[config.mk]
export PLATFORM = sky130hd
export DESIGN_NAME = multichannel_sonar_scanner_core_flat
export DESIGN_NICKNAME = d
export VERILOG_FILES = /design/src/rtl/msc_pkg.sv /design/src/rtl/msc_if.sv /design/src/rtl/msc_cfg.sv /design/src/rtl/msc_engine.sv /design/src/rtl/multichannel_sonar_scanner_core.sv /design/src/flat_wrapper.sv
export VERILOG_INCLUDE_DIRS = /design/src /design/src/rtl
export SDC_FILE = /design/constraint.sdc
export NUM_CORES = 2
export LEC_CHECK = 0
export BUFFER_PORTS_ARGS = -buffer_cell sky130_fd_sc_hd__clkbuf_2
export CAP_MARGIN = 0
export CORE_MARGIN = 2
export CORE_UTILIZATION = 45
export CTS_CLUSTER_SIZE = 25
export DETAILED_ROUTE_END_ITERATION = 8
export GPL_ROUTABILITY_DRIVEN = 0
export PLACE_DENSITY = 0.58
export SETUP_SLACK_MARGIN = 0.05
export SLEW_MARGIN = 10
export SYNTH_ARGS = -nofsm -noshare
export SYNTH_HDL_FRONTEND = slang
export SYNTH_SLANG_ARGS = --single-unit
export TNS_END_PERCENT = 20
[constraint.sdc]
create_clock -name i_clk -period 11.2 [get_ports i_clk]
set_input_delay 0.56 -clock i_clk [delete_from_list [all_inputs] [get_ports i_clk]]
set_output_delay 0.56 -clock i_clk [all_outputs]
set_load 0.005 [all_outputs]
[src/rtl/assert_macros.svh]
// Assertion macros shared by the RTL files that carry concurrent checks.
// No dependencies; each macro expands to one labeled concurrent assertion.
`ifndef ASSERT_MACROS_SVH
`define ASSERT_MACROS_SVH

// Antecedent true at a clock edge requires the consequent at the same edge.
`define MSC_ASSERT_IMPLIES(label, clk, rst_n, ante, cons) \
    label: assert property (@(posedge clk) disable iff (!(rst_n)) (ante) |-> (cons)) \
        else $error("assertion failed: same-cycle implication violated");

// Antecedent true at a clock edge requires the consequent at the next edge.
`define MSC_ASSERT_NEXT(label, clk, rst_n, ante, cons) \
    label: assert property (@(posedge clk) disable iff (!(rst_n)) (ante) |=> (cons)) \
        else $error("assertion failed: next-cycle implication violated");

`endif

[src/rtl/msc_pkg.sv]
// Package for the multichannel sonar scanner: types, register map, constants.
// Used by the interfaces, the config block, the engine and the top level.
`default_nettype none

package msc_pkg;

    localparam int CHANNELS = 16;
    localparam int PADDR_W  = 5;

    typedef logic [3:0]  t_chan;
    typedef logic [2:0]  t_reg_idx;

    localparam t_reg_idx REG_ACTIVE_MASK   = 3'd0;
    localparam t_reg_idx REG_CHANNELS_USED = 3'd1;
    localparam t_reg_idx REG_MAX_MISSES    = 3'd2;
    localparam t_reg_idx REG_PING_SPACING  = 3'd3;
    localparam t_reg_idx REG_MAX_ECHO      = 3'd4;
    localparam t_reg_idx REG_RANGE_SCALE   = 3'd5;

    localparam logic [15:0] RST_ACTIVE_MASK   = 16'd255;
    localparam logic [4:0]  RST_CHANNELS_USED = 5'd8;
    localparam logic [7:0]  RST_MAX_MISSES    = 8'd1;
    localparam logic [23:0] RST_PING_SPACING  = 24'd50000;
    localparam logic [15:0] RST_MAX_ECHO      = 16'd23509;
    localparam logic [15:0] RST_RANGE_SCALE   = 16'd11151;

    localparam logic [7:0]  MISS_SAT  = 8'hFF;
    localparam logic [15:0] PULSE_SAT = 16'hFFFF;
    localparam logic [23:0] SINCE_SAT = 24'hFFFFFF;

    localparam logic OP_TICK = 1'b0;
    localparam logic OP_READ = 1'b1;

    typedef enum logic [2:0] {
        PH_IDLE = 3'b001,
        PH_RISE = 3'b010,
        PH_FALL = 3'b100
    } t_phase;

    typedef struct packed {
        logic [15:0] active_mask;
        logic [4:0]  channels_in_use;
        logic [7:0]  max_misses;
        logic [23:0] ping_spacing_ticks;
        logic [15:0] max_echo_ticks;
        logic [15:0] range_scale;
    } t_cfg;

    typedef struct packed {
        logic        op;
        logic        echo_level;
        t_chan       read_channel;
        logic [15:0] fallback_value;
    } t_item;

    typedef struct packed {
        logic [15:0] trigger_lines;
        t_chan       current_channel;
        logic        measurement_done;
        logic [15:0] read_range;
    } t_result;

    // Index of the lowest set bit; zero when no bit is set.
    function automatic t_chan lowest_set(input logic [15:0] v);
        t_chan idx;
        idx = '0;
        for (int i = 15; i >= 0; i--) begin
            if (v[i]) begin
                idx = t_chan'(i);
            end
        end
        return idx;
    endfunction

endpackage

`default_nettype wire

[src/rtl/msc_if.sv]
// Valid/ready channel interfaces for scanner items and results.
// Depends on msc_pkg for the field types.
`default_nettype none

interface msc_in_if;
    logic          valid;
    logic          ready;
    logic          op;
    logic          echo_level;
    msc_pkg::t_chan read_channel;
    logic [15:0]   fallback_value;

    modport source (output valid, op, echo_level, read_channel, fallback_value,
                    input ready);
    modport sink   (input valid, op, echo_level, read_channel, fallback_value,
                    output ready);
endinterface

interface msc_out_if;
    logic          valid;
    logic          ready;
    logic [15:0]   trigger_lines;
    msc_pkg::t_chan current_channel;
    logic          measurement_done;
    logic [15:0]   read_range;

    modport source (output valid, trigger_lines, current_channel, measurement_done,
                    read_range, input ready);
    modport sink   (input valid, trigger_lines, current_channel, measurement_done,
                    read_range, output ready);
endinterface

`default_nettype wire

[src/rtl/msc_cfg.sv]
// APB-style configuration register file of the sonar scanner.
// Depends on msc_pkg for the register map and the t_cfg struct.
`default_nettype none

module msc_cfg (
    input  wire logic                          i_clk,
    input  wire logic                          i_rst_n,
    input  wire logic                          psel,
    input  wire logic                          penable,
    input  wire logic                          pwrite,
    input  wire logic [msc_pkg::PADDR_W-1:0]   paddr,
    input  wire logic [31:0]                   pwdata,
    output logic [31:0]                        prdata,
    output logic                               pready,
    output msc_pkg::t_cfg                      o_cfg
);

    msc_pkg::t_cfg    r_cfg;
    msc_pkg::t_reg_idx reg_idx;
    logic             wr_en;

    assign pready  = 1'b1;
    assign reg_idx = paddr[4:2];
    assign wr_en   = psel && penable && pwrite;
    assign o_cfg   = r_cfg;

    always_ff @(posedge i_clk) begin
        if (!i_rst_n) begin
            r_cfg.active_mask        <= msc_pkg::RST_ACTIVE_MASK;
            r_cfg.channels_in_use    <= msc_pkg::RST_CHANNELS_USED;
            r_cfg.max_misses         <= msc_pkg::RST_MAX_MISSES;
            r_cfg.ping_spacing_ticks <= msc_pkg::RST_PING_SPACING;
            r_cfg.max_echo_ticks     <= msc_pkg::RST_MAX_ECHO;
            r_cfg.range_scale        <= msc_pkg::RST_RANGE_SCALE;
        end else if (wr_en) begin
            unique case (reg_idx)
                msc_pkg::REG_ACTIVE_MASK:   r_cfg.active_mask        <= pwdata[15:0];
                msc_pkg::REG_CHANNELS_USED: r_cfg.channels_in_use    <= pwdata[4:0];
                msc_pkg::REG_MAX_MISSES:    r_cfg.max_misses         <= pwdata[7:0];
                msc_pkg::REG_PING_SPACING:  r_cfg.ping_spacing_ticks <= pwdata[23:0];
                msc_pkg::REG_MAX_ECHO:      r_cfg.max_echo_ticks     <= pwdata[15:0];
                msc_pkg::REG_RANGE_SCALE:   r_cfg.range_scale        <= pwdata[15:0];
                default: ;
            endcase
        end
    end

    always_comb begin
        unique case (reg_idx)
            msc_pkg::REG_ACTIVE_MASK:   prdata = {16'd0, r_cfg.active_mask};
            msc_pkg::REG_CHANNELS_USED: prdata = {27'd0, r_cfg.channels_in_use};
            msc_pkg::REG_MAX_MISSES:    prdata = {24'd0, r_cfg.max_misses};
            msc_pkg::REG_PING_SPACING:  prdata = {8'd0, r_cfg.ping_spacing_ticks};
            msc_pkg::REG_MAX_ECHO:      prdata = {16'd0, r_cfg.max_echo_ticks};
            msc_pkg::REG_RANGE_SCALE:   prdata = {16'd0, r_cfg.range_scale};
            default:                    prdata = 32'd0;
        endcase
    end

endmodule

`default_nettype wire

[src/rtl/msc_engine.sv]
// Scanner engine: echo timing, ping scheduling, range and miss storage.
// Depends on msc_pkg; computes one item's result and commits state on i_go.
`default_nettype none

module msc_engine (
    input  wire logic            i_clk,
    input  wire logic            i_rst_n,
    input  wire msc_pkg::t_cfg   i_cfg,
    input  wire msc_pkg::t_item  i_item,
    input  wire logic            i_go,
    output msc_pkg::t_result     o_res
);

    logic [15:0]      r_range [msc_pkg::CHANNELS];
    logic [7:0]       r_miss  [msc_pkg::CHANNELS];
    msc_pkg::t_phase  r_phase;
    msc_pkg::t_chan   r_cur;
    logic [23:0]      r_since;
    logic [15:0]      r_pulse;
    logic             r_prev;
    logic [15:0]      r_trig;

    logic [15:0]      n_range [msc_pkg::CHANNELS];
    logic [7:0]       n_miss  [msc_pkg::CHANNELS];
    msc_pkg::t_phase  n_phase;
    msc_pkg::t_chan   n_cur;
    logic [23:0]      n_since;
    logic [15:0]      n_pulse;
    logic             n_prev;
    logic [15:0]      n_trig;

    logic [23:0]      since_inc;
    logic [15:0]      pulse_inc;
    logic [7:0]       miss_inc;
    logic [31:0]      product;
    logic [4:0]       n_used;
    logic [16:0]      used_mask;
    logic [15:0]      cand;
    logic [15:0]      cand_hi;
    logic [4:0]       cur_plus;
    msc_pkg::t_chan   start;
    msc_pkg::t_chan   pick;
    logic             found;
    logic             echo;
    logic             miss_hit;
    logic             done;
    logic [15:0]      rd_range;
    logic [15:0]      stored;

    assign echo      = i_item.echo_level;
    assign since_inc = (r_since == msc_pkg::SINCE_SAT) ? r_since : r_since + 24'd1;
    assign pulse_inc = (r_pulse == msc_pkg::PULSE_SAT) ? r_pulse : r_pulse + 16'd1;
    assign miss_inc  = (r_miss[r_cur] == msc_pkg::MISS_SAT) ? r_miss[r_cur]
                                                             : r_miss[r_cur] + 8'd1;
    assign product   = {16'd0, pulse_inc} * {16'd0, i_cfg.range_scale};

    // Channel count clamped to one through CHANNELS.
    always_comb begin
        if (i_cfg.channels_in_use == 5'd0) begin
            n_used = 5'd1;
        end else if (i_cfg.channels_in_use > 5'(msc_pkg::CHANNELS)) begin
            n_used = 5'(msc_pkg::CHANNELS);
        end else begin
            n_used = i_cfg.channels_in_use;
        end
    end

    // Round-robin pick: first enabled channel from the one after the current,
    // wrapping at the channel count, with the current channel tried last.
    assign used_mask = (17'd1 << n_used) - 17'd1;
    assign cand      = i_cfg.active_mask & used_mask[15:0];
    assign cur_plus  = {1'b0, r_cur} + 5'd1;
    assign start     = (cur_plus >= n_used) ? '0 : cur_plus[3:0];
    assign cand_hi   = cand & ~((16'd1 << start) - 16'd1);
    assign found     = (cand != 16'd0);
    assign pick      = (cand_hi != 16'd0) ? msc_pkg::lowest_set(cand_hi)
                                          : msc_pkg::lowest_set(cand);

    assign stored = ({1'b0, i_item.read_channel} < 5'(msc_pkg::CHANNELS))
                    ? r_range[i_item.read_channel] : 16'd0;

    always_comb begin
        n_range  = r_range;
        n_miss   = r_miss;
        n_phase  = r_phase;
        n_cur    = r_cur;
        n_since  = r_since;
        n_pulse  = r_pulse;
        n_prev   = r_prev;
        n_trig   = r_trig;
        miss_hit = 1'b0;
        done     = 1'b0;
        rd_range = 16'd0;
        if (i_item.op == msc_pkg::OP_READ) begin
            rd_range = (stored == 16'd0) ? i_item.fallback_value : stored;
        end else begin
            n_since = since_inc;
            unique case (r_phase)
                msc_pkg::PH_RISE: begin
                    if (echo && !r_prev) begin
                        n_pulse = '0;
                        n_phase = msc_pkg::PH_FALL;
                    end
                end
                msc_pkg::PH_FALL: begin
                    n_pulse = pulse_inc;
                    if (!echo) begin
                        if (pulse_inc > i_cfg.max_echo_ticks) begin
                            miss_hit = 1'b1;
                        end else begin
                            n_miss[r_cur]  = '0;
                            n_range[r_cur] = product[31:16];
                            done           = 1'b1;
                        end
                        n_phase = msc_pkg::PH_IDLE;
                    end
                end
                default: n_phase = msc_pkg::PH_IDLE;
            endcase

            if (since_inc > i_cfg.ping_spacing_ticks) begin
                // An echo still pending at ping time is a miss.
                if (n_phase != msc_pkg::PH_IDLE) begin
                    miss_hit = 1'b1;
                end
                n_phase = msc_pkg::PH_IDLE;
                n_trig  = '1;
                if (found) begin
                    n_since = '0;
                    n_cur   = pick;
                    n_trig  = ~(16'd1 << pick);
                    if (echo) begin
                        n_range[pick] = '0;
                    end else begin
                        n_phase = msc_pkg::PH_RISE;
                    end
                end
            end

            // At most one miss per tick, always on the channel pinged last.
            if (miss_hit) begin
                n_miss[r_cur] = miss_inc;
                if (miss_inc > i_cfg.max_misses) begin
                    n_range[r_cur] = '0;
                end
            end
            n_prev = echo;
        end
    end

    always_ff @(posedge i_clk) begin
        if (!i_rst_n) begin
            for (int i = 0; i < msc_pkg::CHANNELS; i++) begin
                r_range[i] <= '0;
                r_miss[i]  <= '0;
            end
            r_phase <= msc_pkg::PH_IDLE;
            r_cur   <= '0;
            r_since <= '0;
            r_pulse <= '0;
            r_prev  <= 1'b0;
            r_trig  <= '1;
        end else if (i_go) begin
            r_range <= n_range;
            r_miss  <= n_miss;
            r_phase <= n_phase;
            r_cur   <= n_cur;
            r_since <= n_since;
            r_pulse <= n_pulse;
            r_prev  <= n_prev;
            r_trig  <= n_trig;
        end
    end

    assign o_res.trigger_lines    = n_trig;
    assign o_res.current_channel  = n_cur;
    assign o_res.measurement_done = done;
    assign o_res.read_range       = rd_range;

endmodule

`default_nettype wire

[src/rtl/multichannel_sonar_scanner_core.sv]
// Multichannel sonar scanner top level: channel registers and handshakes.
// Depends on msc_pkg, msc_if, msc_cfg, msc_engine and assert_macros.svh.
//
// Usage: items arrive on i_in (valid/ready). A tick item stands for one
// microsecond and carries the shared echo sample; a read item asks for the
// stored range of one channel. Every item yields exactly one result on o_out,
// in order: the trigger lines, the channel pinged last, a done flag for a
// fresh measurement and, for reads, the range or the fallback value.
// Each item passes the input register and then the result register before
// o_out offers its result. Throughput is one item per cycle while o_out is
// not stalled; the path from the input register to the result register
// holds one 16x16 multiply and a 16-way priority pick. Registers must be
// written over the APB port while no item is in flight, which the block
// does not enforce. Reset clears all ranges and miss counts, releases all
// triggers and loads the register defaults. When o_out is stalled the
// result register holds, one more item is taken in, then i_in.ready drops.
`default_nettype none

`include "assert_macros.svh"

module multichannel_sonar_scanner_core (
    input  wire logic                        i_clk,
    input  wire logic                        i_rst_n,
    msc_in_if.sink                           i_in,
    msc_out_if.source                        o_out,
    input  wire logic                        psel,
    input  wire logic                        penable,
    input  wire logic                        pwrite,
    input  wire logic [msc_pkg::PADDR_W-1:0] paddr,
    input  wire logic [31:0]                 pwdata,
    output logic [31:0]                      prdata,
    output logic                             pready
);

    msc_pkg::t_cfg    cfg;
    msc_pkg::t_item   r_in_item;
    logic             r_in_valid;
    msc_pkg::t_result r_out;
    logic             r_out_valid;
    msc_pkg::t_result res;
    logic             advance;
    logic [15:0]      trig_active;
    logic             out_trig;

    msc_cfg u_cfg (
        .i_clk   (i_clk),
        .i_rst_n (i_rst_n),
        .psel    (psel),
        .penable (penable),
        .pwrite  (pwrite),
        .paddr   (paddr),
        .pwdata  (pwdata),
        .prdata  (prdata),
        .pready  (pready),
        .o_cfg   (cfg)
    );

    msc_engine u_engine (
        .i_clk   (i_clk),
        .i_rst_n (i_rst_n),
        .i_cfg   (cfg),
        .i_item  (r_in_item),
        .i_go    (advance && r_in_valid),
        .o_res   (res)
    );

    assign advance    = !r_out_valid || o_out.ready;
    assign i_in.ready = advance || !r_in_valid;

    always_ff @(posedge i_clk) begin
        if (!i_rst_n) begin
            r_in_valid  <= 1'b0;
            r_out_valid <= 1'b0;
        end else begin
            if (i_in.ready) begin
                r_in_valid <= i_in.valid;
            end
            if (advance) begin
                r_out_valid <= r_in_valid;
            end
        end
    end

    always_ff @(posedge i_clk) begin
        if (i_in.valid && i_in.ready) begin
            r_in_item.op             <= i_in.op;
            r_in_item.echo_level     <= i_in.echo_level;
            r_in_item.read_channel   <= i_in.read_channel;
            r_in_item.fallback_value <= i_in.fallback_value;
        end
        if (advance && r_in_valid) begin
            r_out <= res;
        end
    end

    assign o_out.valid            = r_out_valid;
    assign o_out.trigger_lines    = r_out.trigger_lines;
    assign o_out.current_channel  = r_out.current_channel;
    assign o_out.measurement_done = r_out.measurement_done;
    assign o_out.read_range       = r_out.read_range;

    assign trig_active = ~o_out.trigger_lines;
    assign out_trig    = o_out.valid && (trig_active != 16'd0);

    // At most one trigger is driven low at a time.
    `MSC_ASSERT_IMPLIES(a_one_trigger, i_clk, i_rst_n, o_out.valid, $onehot0(trig_active))
    // A low trigger always belongs to the channel reported as pinged.
    `MSC_ASSERT_IMPLIES(a_trig_chan, i_clk, i_rst_n, out_trig, trig_active[o_out.current_channel])
    // A taken result frees the output side, so input must be open.
    `MSC_ASSERT_IMPLIES(a_drain_ready, i_clk, i_rst_n, o_out.ready, i_in.ready)
    // An input transfer always lands in the input register.
    `MSC_ASSERT_NEXT(a_in_capture, i_clk, i_rst_n, i_in.valid && i_in.ready, r_in_valid)

endmodule

`default_nettype wire
[src/flat_wrapper.sv]
// flat-port wrapper written by rule: the top's interface ports become plain ports
module multichannel_sonar_scanner_core_flat 
  (i_clk, i_rst_n, psel, penable, pwrite, paddr, pwdata, prdata, pready, i_in_valid, i_in_op, i_in_echo_level, i_in_read_channel, i_in_fallback_value, i_in_ready, o_out_valid, o_out_trigger_lines, o_out_current_channel, o_out_measurement_done, o_out_read_range, o_out_ready);
  msc_in_if i_in_i ();
  msc_out_if o_out_i ();
  input  wire logic i_clk;
  input  wire logic i_rst_n;
  input  wire logic psel;
  input  wire logic penable;
  input  wire logic pwrite;
  input  wire logic [msc_pkg::PADDR_W-1:0] paddr;
  input  wire logic [31:0] pwdata;
  output logic [31:0] prdata;
  output logic pready;
  input wire logic [$bits(i_in_i.valid)-1:0] i_in_valid;
  input wire logic [$bits(i_in_i.op)-1:0] i_in_op;
  input wire logic [$bits(i_in_i.echo_level)-1:0] i_in_echo_level;
  input wire logic [$bits(i_in_i.read_channel)-1:0] i_in_read_channel;
  input wire logic [$bits(i_in_i.fallback_value)-1:0] i_in_fallback_value;
  output wire logic [$bits(i_in_i.ready)-1:0] i_in_ready;
  output wire logic [$bits(o_out_i.valid)-1:0] o_out_valid;
  output wire logic [$bits(o_out_i.trigger_lines)-1:0] o_out_trigger_lines;
  output wire logic [$bits(o_out_i.current_channel)-1:0] o_out_current_channel;
  output wire logic [$bits(o_out_i.measurement_done)-1:0] o_out_measurement_done;
  output wire logic [$bits(o_out_i.read_range)-1:0] o_out_read_range;
  input wire logic [$bits(o_out_i.ready)-1:0] o_out_ready;
  assign i_in_i.valid = i_in_valid;
  assign i_in_i.op = i_in_op;
  assign i_in_i.echo_level = i_in_echo_level;
  assign i_in_i.read_channel = i_in_read_channel;
  assign i_in_i.fallback_value = i_in_fallback_value;
  assign i_in_ready = i_in_i.ready;
  assign o_out_valid = o_out_i.valid;
  assign o_out_trigger_lines = o_out_i.trigger_lines;
  assign o_out_current_channel = o_out_i.current_channel;
  assign o_out_measurement_done = o_out_i.measurement_done;
  assign o_out_read_range = o_out_i.read_range;
  assign o_out_i.ready = o_out_ready;
  multichannel_sonar_scanner_core u_core (.i_clk(i_clk), .i_rst_n(i_rst_n), .i_in(i_in_i), .o_out(o_out_i), .psel(psel), .penable(penable), .pwrite(pwrite), .paddr(paddr), .pwdata(pwdata), .prdata(prdata), .pready(pready));
endmodule
==> summary.md <==
For the number of buffers on the longest clock path, the log shows 3. By area the synthesized netlist is led by sky130_fd_sc_hd__dfxtp_1, sky130_fd_sc_hd__fa_1, sky130_fd_sc_hd__mux4_2. Pin placement for this block handled 138 I/O pins. The run gives 69 as the total clock buffers created by CTS. In the synthesized netlist the dominant register cell turns out to be sky130_fd_sc_hd__dfxtp_1. The headroom to the max-slew limit is 0.1823, and the setup violation total in the final timing report is 0. Worst hold slack: 112.6 ps. The die is 290.8 um tall. Clock-pin slew was measured on the worst setup and hold paths at 60 ps. For this run, the post-layout net count is 4,405. The commonest cells after synthesis are sky130_fd_sc_hd__dfxtp_1, sky130_fd_sc_hd__nand2_1, sky130_fd_sc_hd__inv_1, sky130_fd_sc_hd__nor2_1, sky130_fd_sc_hd__a21oi_1. Among the stages of the critical path, the cell type that occurs most often is sky130_fd_sc_hd__fa_1. Once detail routing completed, the nets flagged for antenna violations numbered 0. The mapped netlist covers 37,000 sq um. Slack of the worst reg-to-reg path: 1310 ps.

Across the run, the number of max-cap violations was 0. Slowest cell on the critical path: sky130_fd_sc_hd__xor2_1. The tools report the type of origin of the critical path as a flop. The tools report the hold violation count in the final report as 0.

The tools report the overall global routing resource usage as 0.2689. Setup repair after global routing left no endpoint under its margin. For the effective utilization at floorplan, the log shows 0.4528. Of all nets on the critical path, the largest fanout is 10. The top cell type's share of synthesized area is 0.2894, and the final period demand of the worst path is 9889 ps. The min-delay analysis places its worst path in the category in -> reg. Hold repair after CTS inserted 0 buffers. The flow ran to the end, and the final reports show no timing, DRC or antenna violations. Via count of the first global-routing pass: 29,824.

The core region is 81,720 sq um. The clock latency at the later pin of the worst-skew pair is 630 ps, and the fraction of final layout cells sized beyond drive strength 1 is 0.1209. The finished layout holds 5,107 standard cells, fillers aside. Summed over all nets, the half-perimeter wirelength after detailed placement is 80.84 mm. The synthesized area per cell is 9.319 sq um. The H-tree generated during clock tree synthesis spans 3 levels. For the first-pass iteration count of the detailed router, the log shows 6.

The logs give 15.68 nW for the leakage power and 4,983 for the total instance count after detailed placement. The final worst-path cycle share was 0.8830. Yosys printed 0 warnings. CTS saw 594 sinks. For this run the aggregate overflow at the end of global routing stands at 0. The worst setup path is of the reg -> reg kind. The wire length of the first global-routing pass is 179.5 mm. The tools report the sequential area share after synthesis as 0.3373.

Layer carrying the most global-route usage: met2. In the routed design, unresolved DRC markers number 0. At the worst endpoint, the arrival time is 10,390 ps. Relative to the synthesized area, the layout overhead comes to 10.29%. TritonCTS built the clock tree. The die covers 84,540 sq um. For the met1 track demand over resource in global routing, the log shows 0.3657. The tools report the buffer type at the clock tree root as sky130_fd_sc_hd__clkbuf_16. The number of slew-limit violations in the final report is 0.

At the worst endpoint, the required time is 11,700 ps. The run gives 0.4418 as the global-route met2 utilization. The number of buffers and inverters on the critical path is 7.

Row generation in the floorplan step produced 105 rows. Counting flops with a built-in enable in the synthesized netlist gives 59. The most frequent cell after synthesis is sky130_fd_sc_hd__dfxtp_1. The routed design has 113.8 mm of wire.

The layout has 7,689 filler cells. The violation count after the first detailed-route iteration was 2,390. The largest net degree at the start of global routing was 107. Grouping stages by cell kind, the critical path spends the most delay in adder cells. The run gives 0 as the antenna cell count. The tools report the nature of the critical path endpoint as a flop. The biggest cell delay along the critical path was 650 ps; the global-route met3 utilization was 0.03357. The power density over cell area was 113.9 nW/um^2. The biggest area contributor in the post-synthesis netlist is sky130_fd_sc_hd__dfxtp_1. For this run, the top clock speed supported by timing is 101.1 MHz. The cell count after synthesis was 3,971; the number of storage elements in the synthesis netlist was 594.

The total number of vias is 30,305. The slew at the pin with the worst max-slew slack is 1217 ps, and the number of vias per cell is 5.934. For the final routed database, the setup TNS stands at 0 ps.

The tools report the buffers inserted during post-CTS setup optimization as 0. The number of gates resized after CTS was 0. The clock arrives with 47.99 ps of skew. The worst vdd rail ir drop was 116.0 uV. The proportion of synthesized flip-flops having asynchronous set or reset was 0.

After detailed routing, the average wire length per cell comes to 22.28 um. The distinct cell type count of the synthesized netlist is 102, and the horizontal extent of the die is 290.8 um. The initial antenna violation count was 0; the count of buffers inserted at the top-level ports was 118.
-- per-layer routing --
| layer | wire length (um) | vias up |
|---|---|---|
| li1 | - | 14133 |
| met1 | 50900 | 15086 |
| met2 | 53180 | 869 |
| met3 | 5577 | 217 |
| met4 | 4116 | 0 |
| met5 | 0 | - |
-- final timing paths --
kind	startpoint	end	cells past startpoint
setup / recovery	u_core.u_engine.r_pulse[3]$_SDFFE_PN0P_	u_core.u_engine.r_range[223]$_SDFFE_PN0P_	32
hold / removal	i_in_read_channel[1]	u_core.r_in_item[17]$_DFFE_PP_	1
setup reg to reg	u_core.u_engine.r_pulse[3]$_SDFFE_PN0P_	u_core.u_engine.r_range[223]$_SDFFE_PN0P_	32
hold reg to reg	u_core.u_cfg.o_cfg[49]$_SDFFE_PN0P_	u_core.u_cfg.o_cfg[49]$_SDFFE_PN0P_	2
-- where the power goes --
part           switching (mW)  internal [mW]  total, mW
combinational           0.181         0.0711      0.252
sequential             0.0120           2.16       2.17
clock                   0.947           1.28       2.23
-- final cells by class --
class	instances	area [sq um]	area share
inverter	320	1204	0.02949
tap	1070	1339	0.03280
clock buffer	102	1973	0.04835
clock inverter	22	227.7	0.005580
timing repair buffer	203	1231	0.03017
sequential	594	12480	0.3059
multi-input combinational	2796	22350	0.5477
-- through the flow --
| stage | area [sq um] | setup slack [ps] | power [mW] | util |
|---|---|---|---|---|
| floorplan | 37030 | 2467 | 2.376 | - |
| global placement | 38610 | 1376 | 2.468 | 0.4725 |
| detailed placement | 38610 | 1344 | 2.468 | 0.4725 |
| CTS | 40810 | 1303 | 4.682 | 0.4994 |
| global route | 40810 | 650.9 | 4.788 | 0.4994 |
| finish | 40810 | 1311 | 4.650 | 0.4994 |
-- worst reg2reg max path, delay by kind of cell, from the launching register on --
kind | cells | cell delay (ps)
AOI/OAI and AO/OA | 7 | 1920
adders and majority gates | 7 | 3150
DFF | 1 | 450
and+or+nand+nor | 10 | 2890
buffers and inverters | 7 | 740
xor gates and xnor gates | 1 | 650
-- cell families after synthesis --
| group | Yosys count | share of synthesized area |
|---|---|---|
| AND/OR/NAND/NOR | 1216 | 0.1517 |
| AO/OA/AOI/OAI | 1005 | 0.1924 |
| flip-flops | 594 | 0.3373 |
| buffers and inverters | 589 | 0.06245 |
| adder cells (fa/ha/maj) | 355 | 0.1592 |
| multiplexers | 158 | 0.08450 |
| XOR/XNOR | 52 | 0.01231 |
| other | 2 | 0.0002029 |
-- flip-flops by register name, indices dropped and copies added, names as in the netlist --
signal	count
u_core.u_engine.r_range	256
u_core.u_engine.r_miss	128
u_core.u_cfg.o_cfg	85
u_core.u_engine.r_since	24
u_core.r_in_item	22
u_core.o_out.read_range	16
u_core.o_out.trigger_lines	16
u_core.u_engine.r_pulse	16
u_core.u_engine.r_trig	16
u_core.o_out.current_channel	4
u_core.u_engine.r_cur	4
u_core.u_engine.r_phase	3
u_core.o_out.measurement_done	1
u_core.o_out.valid	1
u_core.r_in_valid	1
u_core.u_engine.r_prev	1
-- cell usage in the layout, fill, tap and decap left out, types with 19 or more instances in the layout --
| master | instances |
|---|---|
| sky130_fd_sc_hd__a21o_1 | 22 |
| sky130_fd_sc_hd__a21oi_1 | 214 |
| sky130_fd_sc_hd__a22o_1 | 176 |
| sky130_fd_sc_hd__a22oi_1 | 78 |
| sky130_fd_sc_hd__a31oi_1 | 19 |
| sky130_fd_sc_hd__a32o_1 | 32 |
| sky130_fd_sc_hd__and2_1 | 104 |
| sky130_fd_sc_hd__buf_4 | 86 |
| sky130_fd_sc_hd__clkbuf_1 | 23 |
| sky130_fd_sc_hd__clkbuf_16 | 71 |
| sky130_fd_sc_hd__clkbuf_2 | 117 |
| sky130_fd_sc_hd__dfxtp_1 | 533 |
| sky130_fd_sc_hd__edfxtp_1 | 59 |
| sky130_fd_sc_hd__fa_1 | 193 |
| sky130_fd_sc_hd__ha_1 | 162 |
| sky130_fd_sc_hd__inv_1 | 315 |
| sky130_fd_sc_hd__mux2i_1 | 30 |
| sky130_fd_sc_hd__mux4_2 | 123 |
| sky130_fd_sc_hd__nand2_1 | 526 |
| sky130_fd_sc_hd__nand3_1 | 83 |
| sky130_fd_sc_hd__nand4_1 | 39 |
| sky130_fd_sc_hd__nor2_1 | 265 |
| sky130_fd_sc_hd__nor2b_1 | 30 |
| sky130_fd_sc_hd__nor3_1 | 29 |
| sky130_fd_sc_hd__nor4_1 | 24 |
| sky130_fd_sc_hd__o211ai_1 | 32 |
| sky130_fd_sc_hd__o21a_1 | 42 |
| sky130_fd_sc_hd__o21ai_0 | 163 |
| sky130_fd_sc_hd__o22ai_1 | 28 |
| sky130_fd_sc_hd__o2bb2ai_1 | 35 |
| sky130_fd_sc_hd__or3_1 | 20 |
| sky130_fd_sc_hd__xnor2_1 | 39 |
Power figures use the tool's default switching activity.
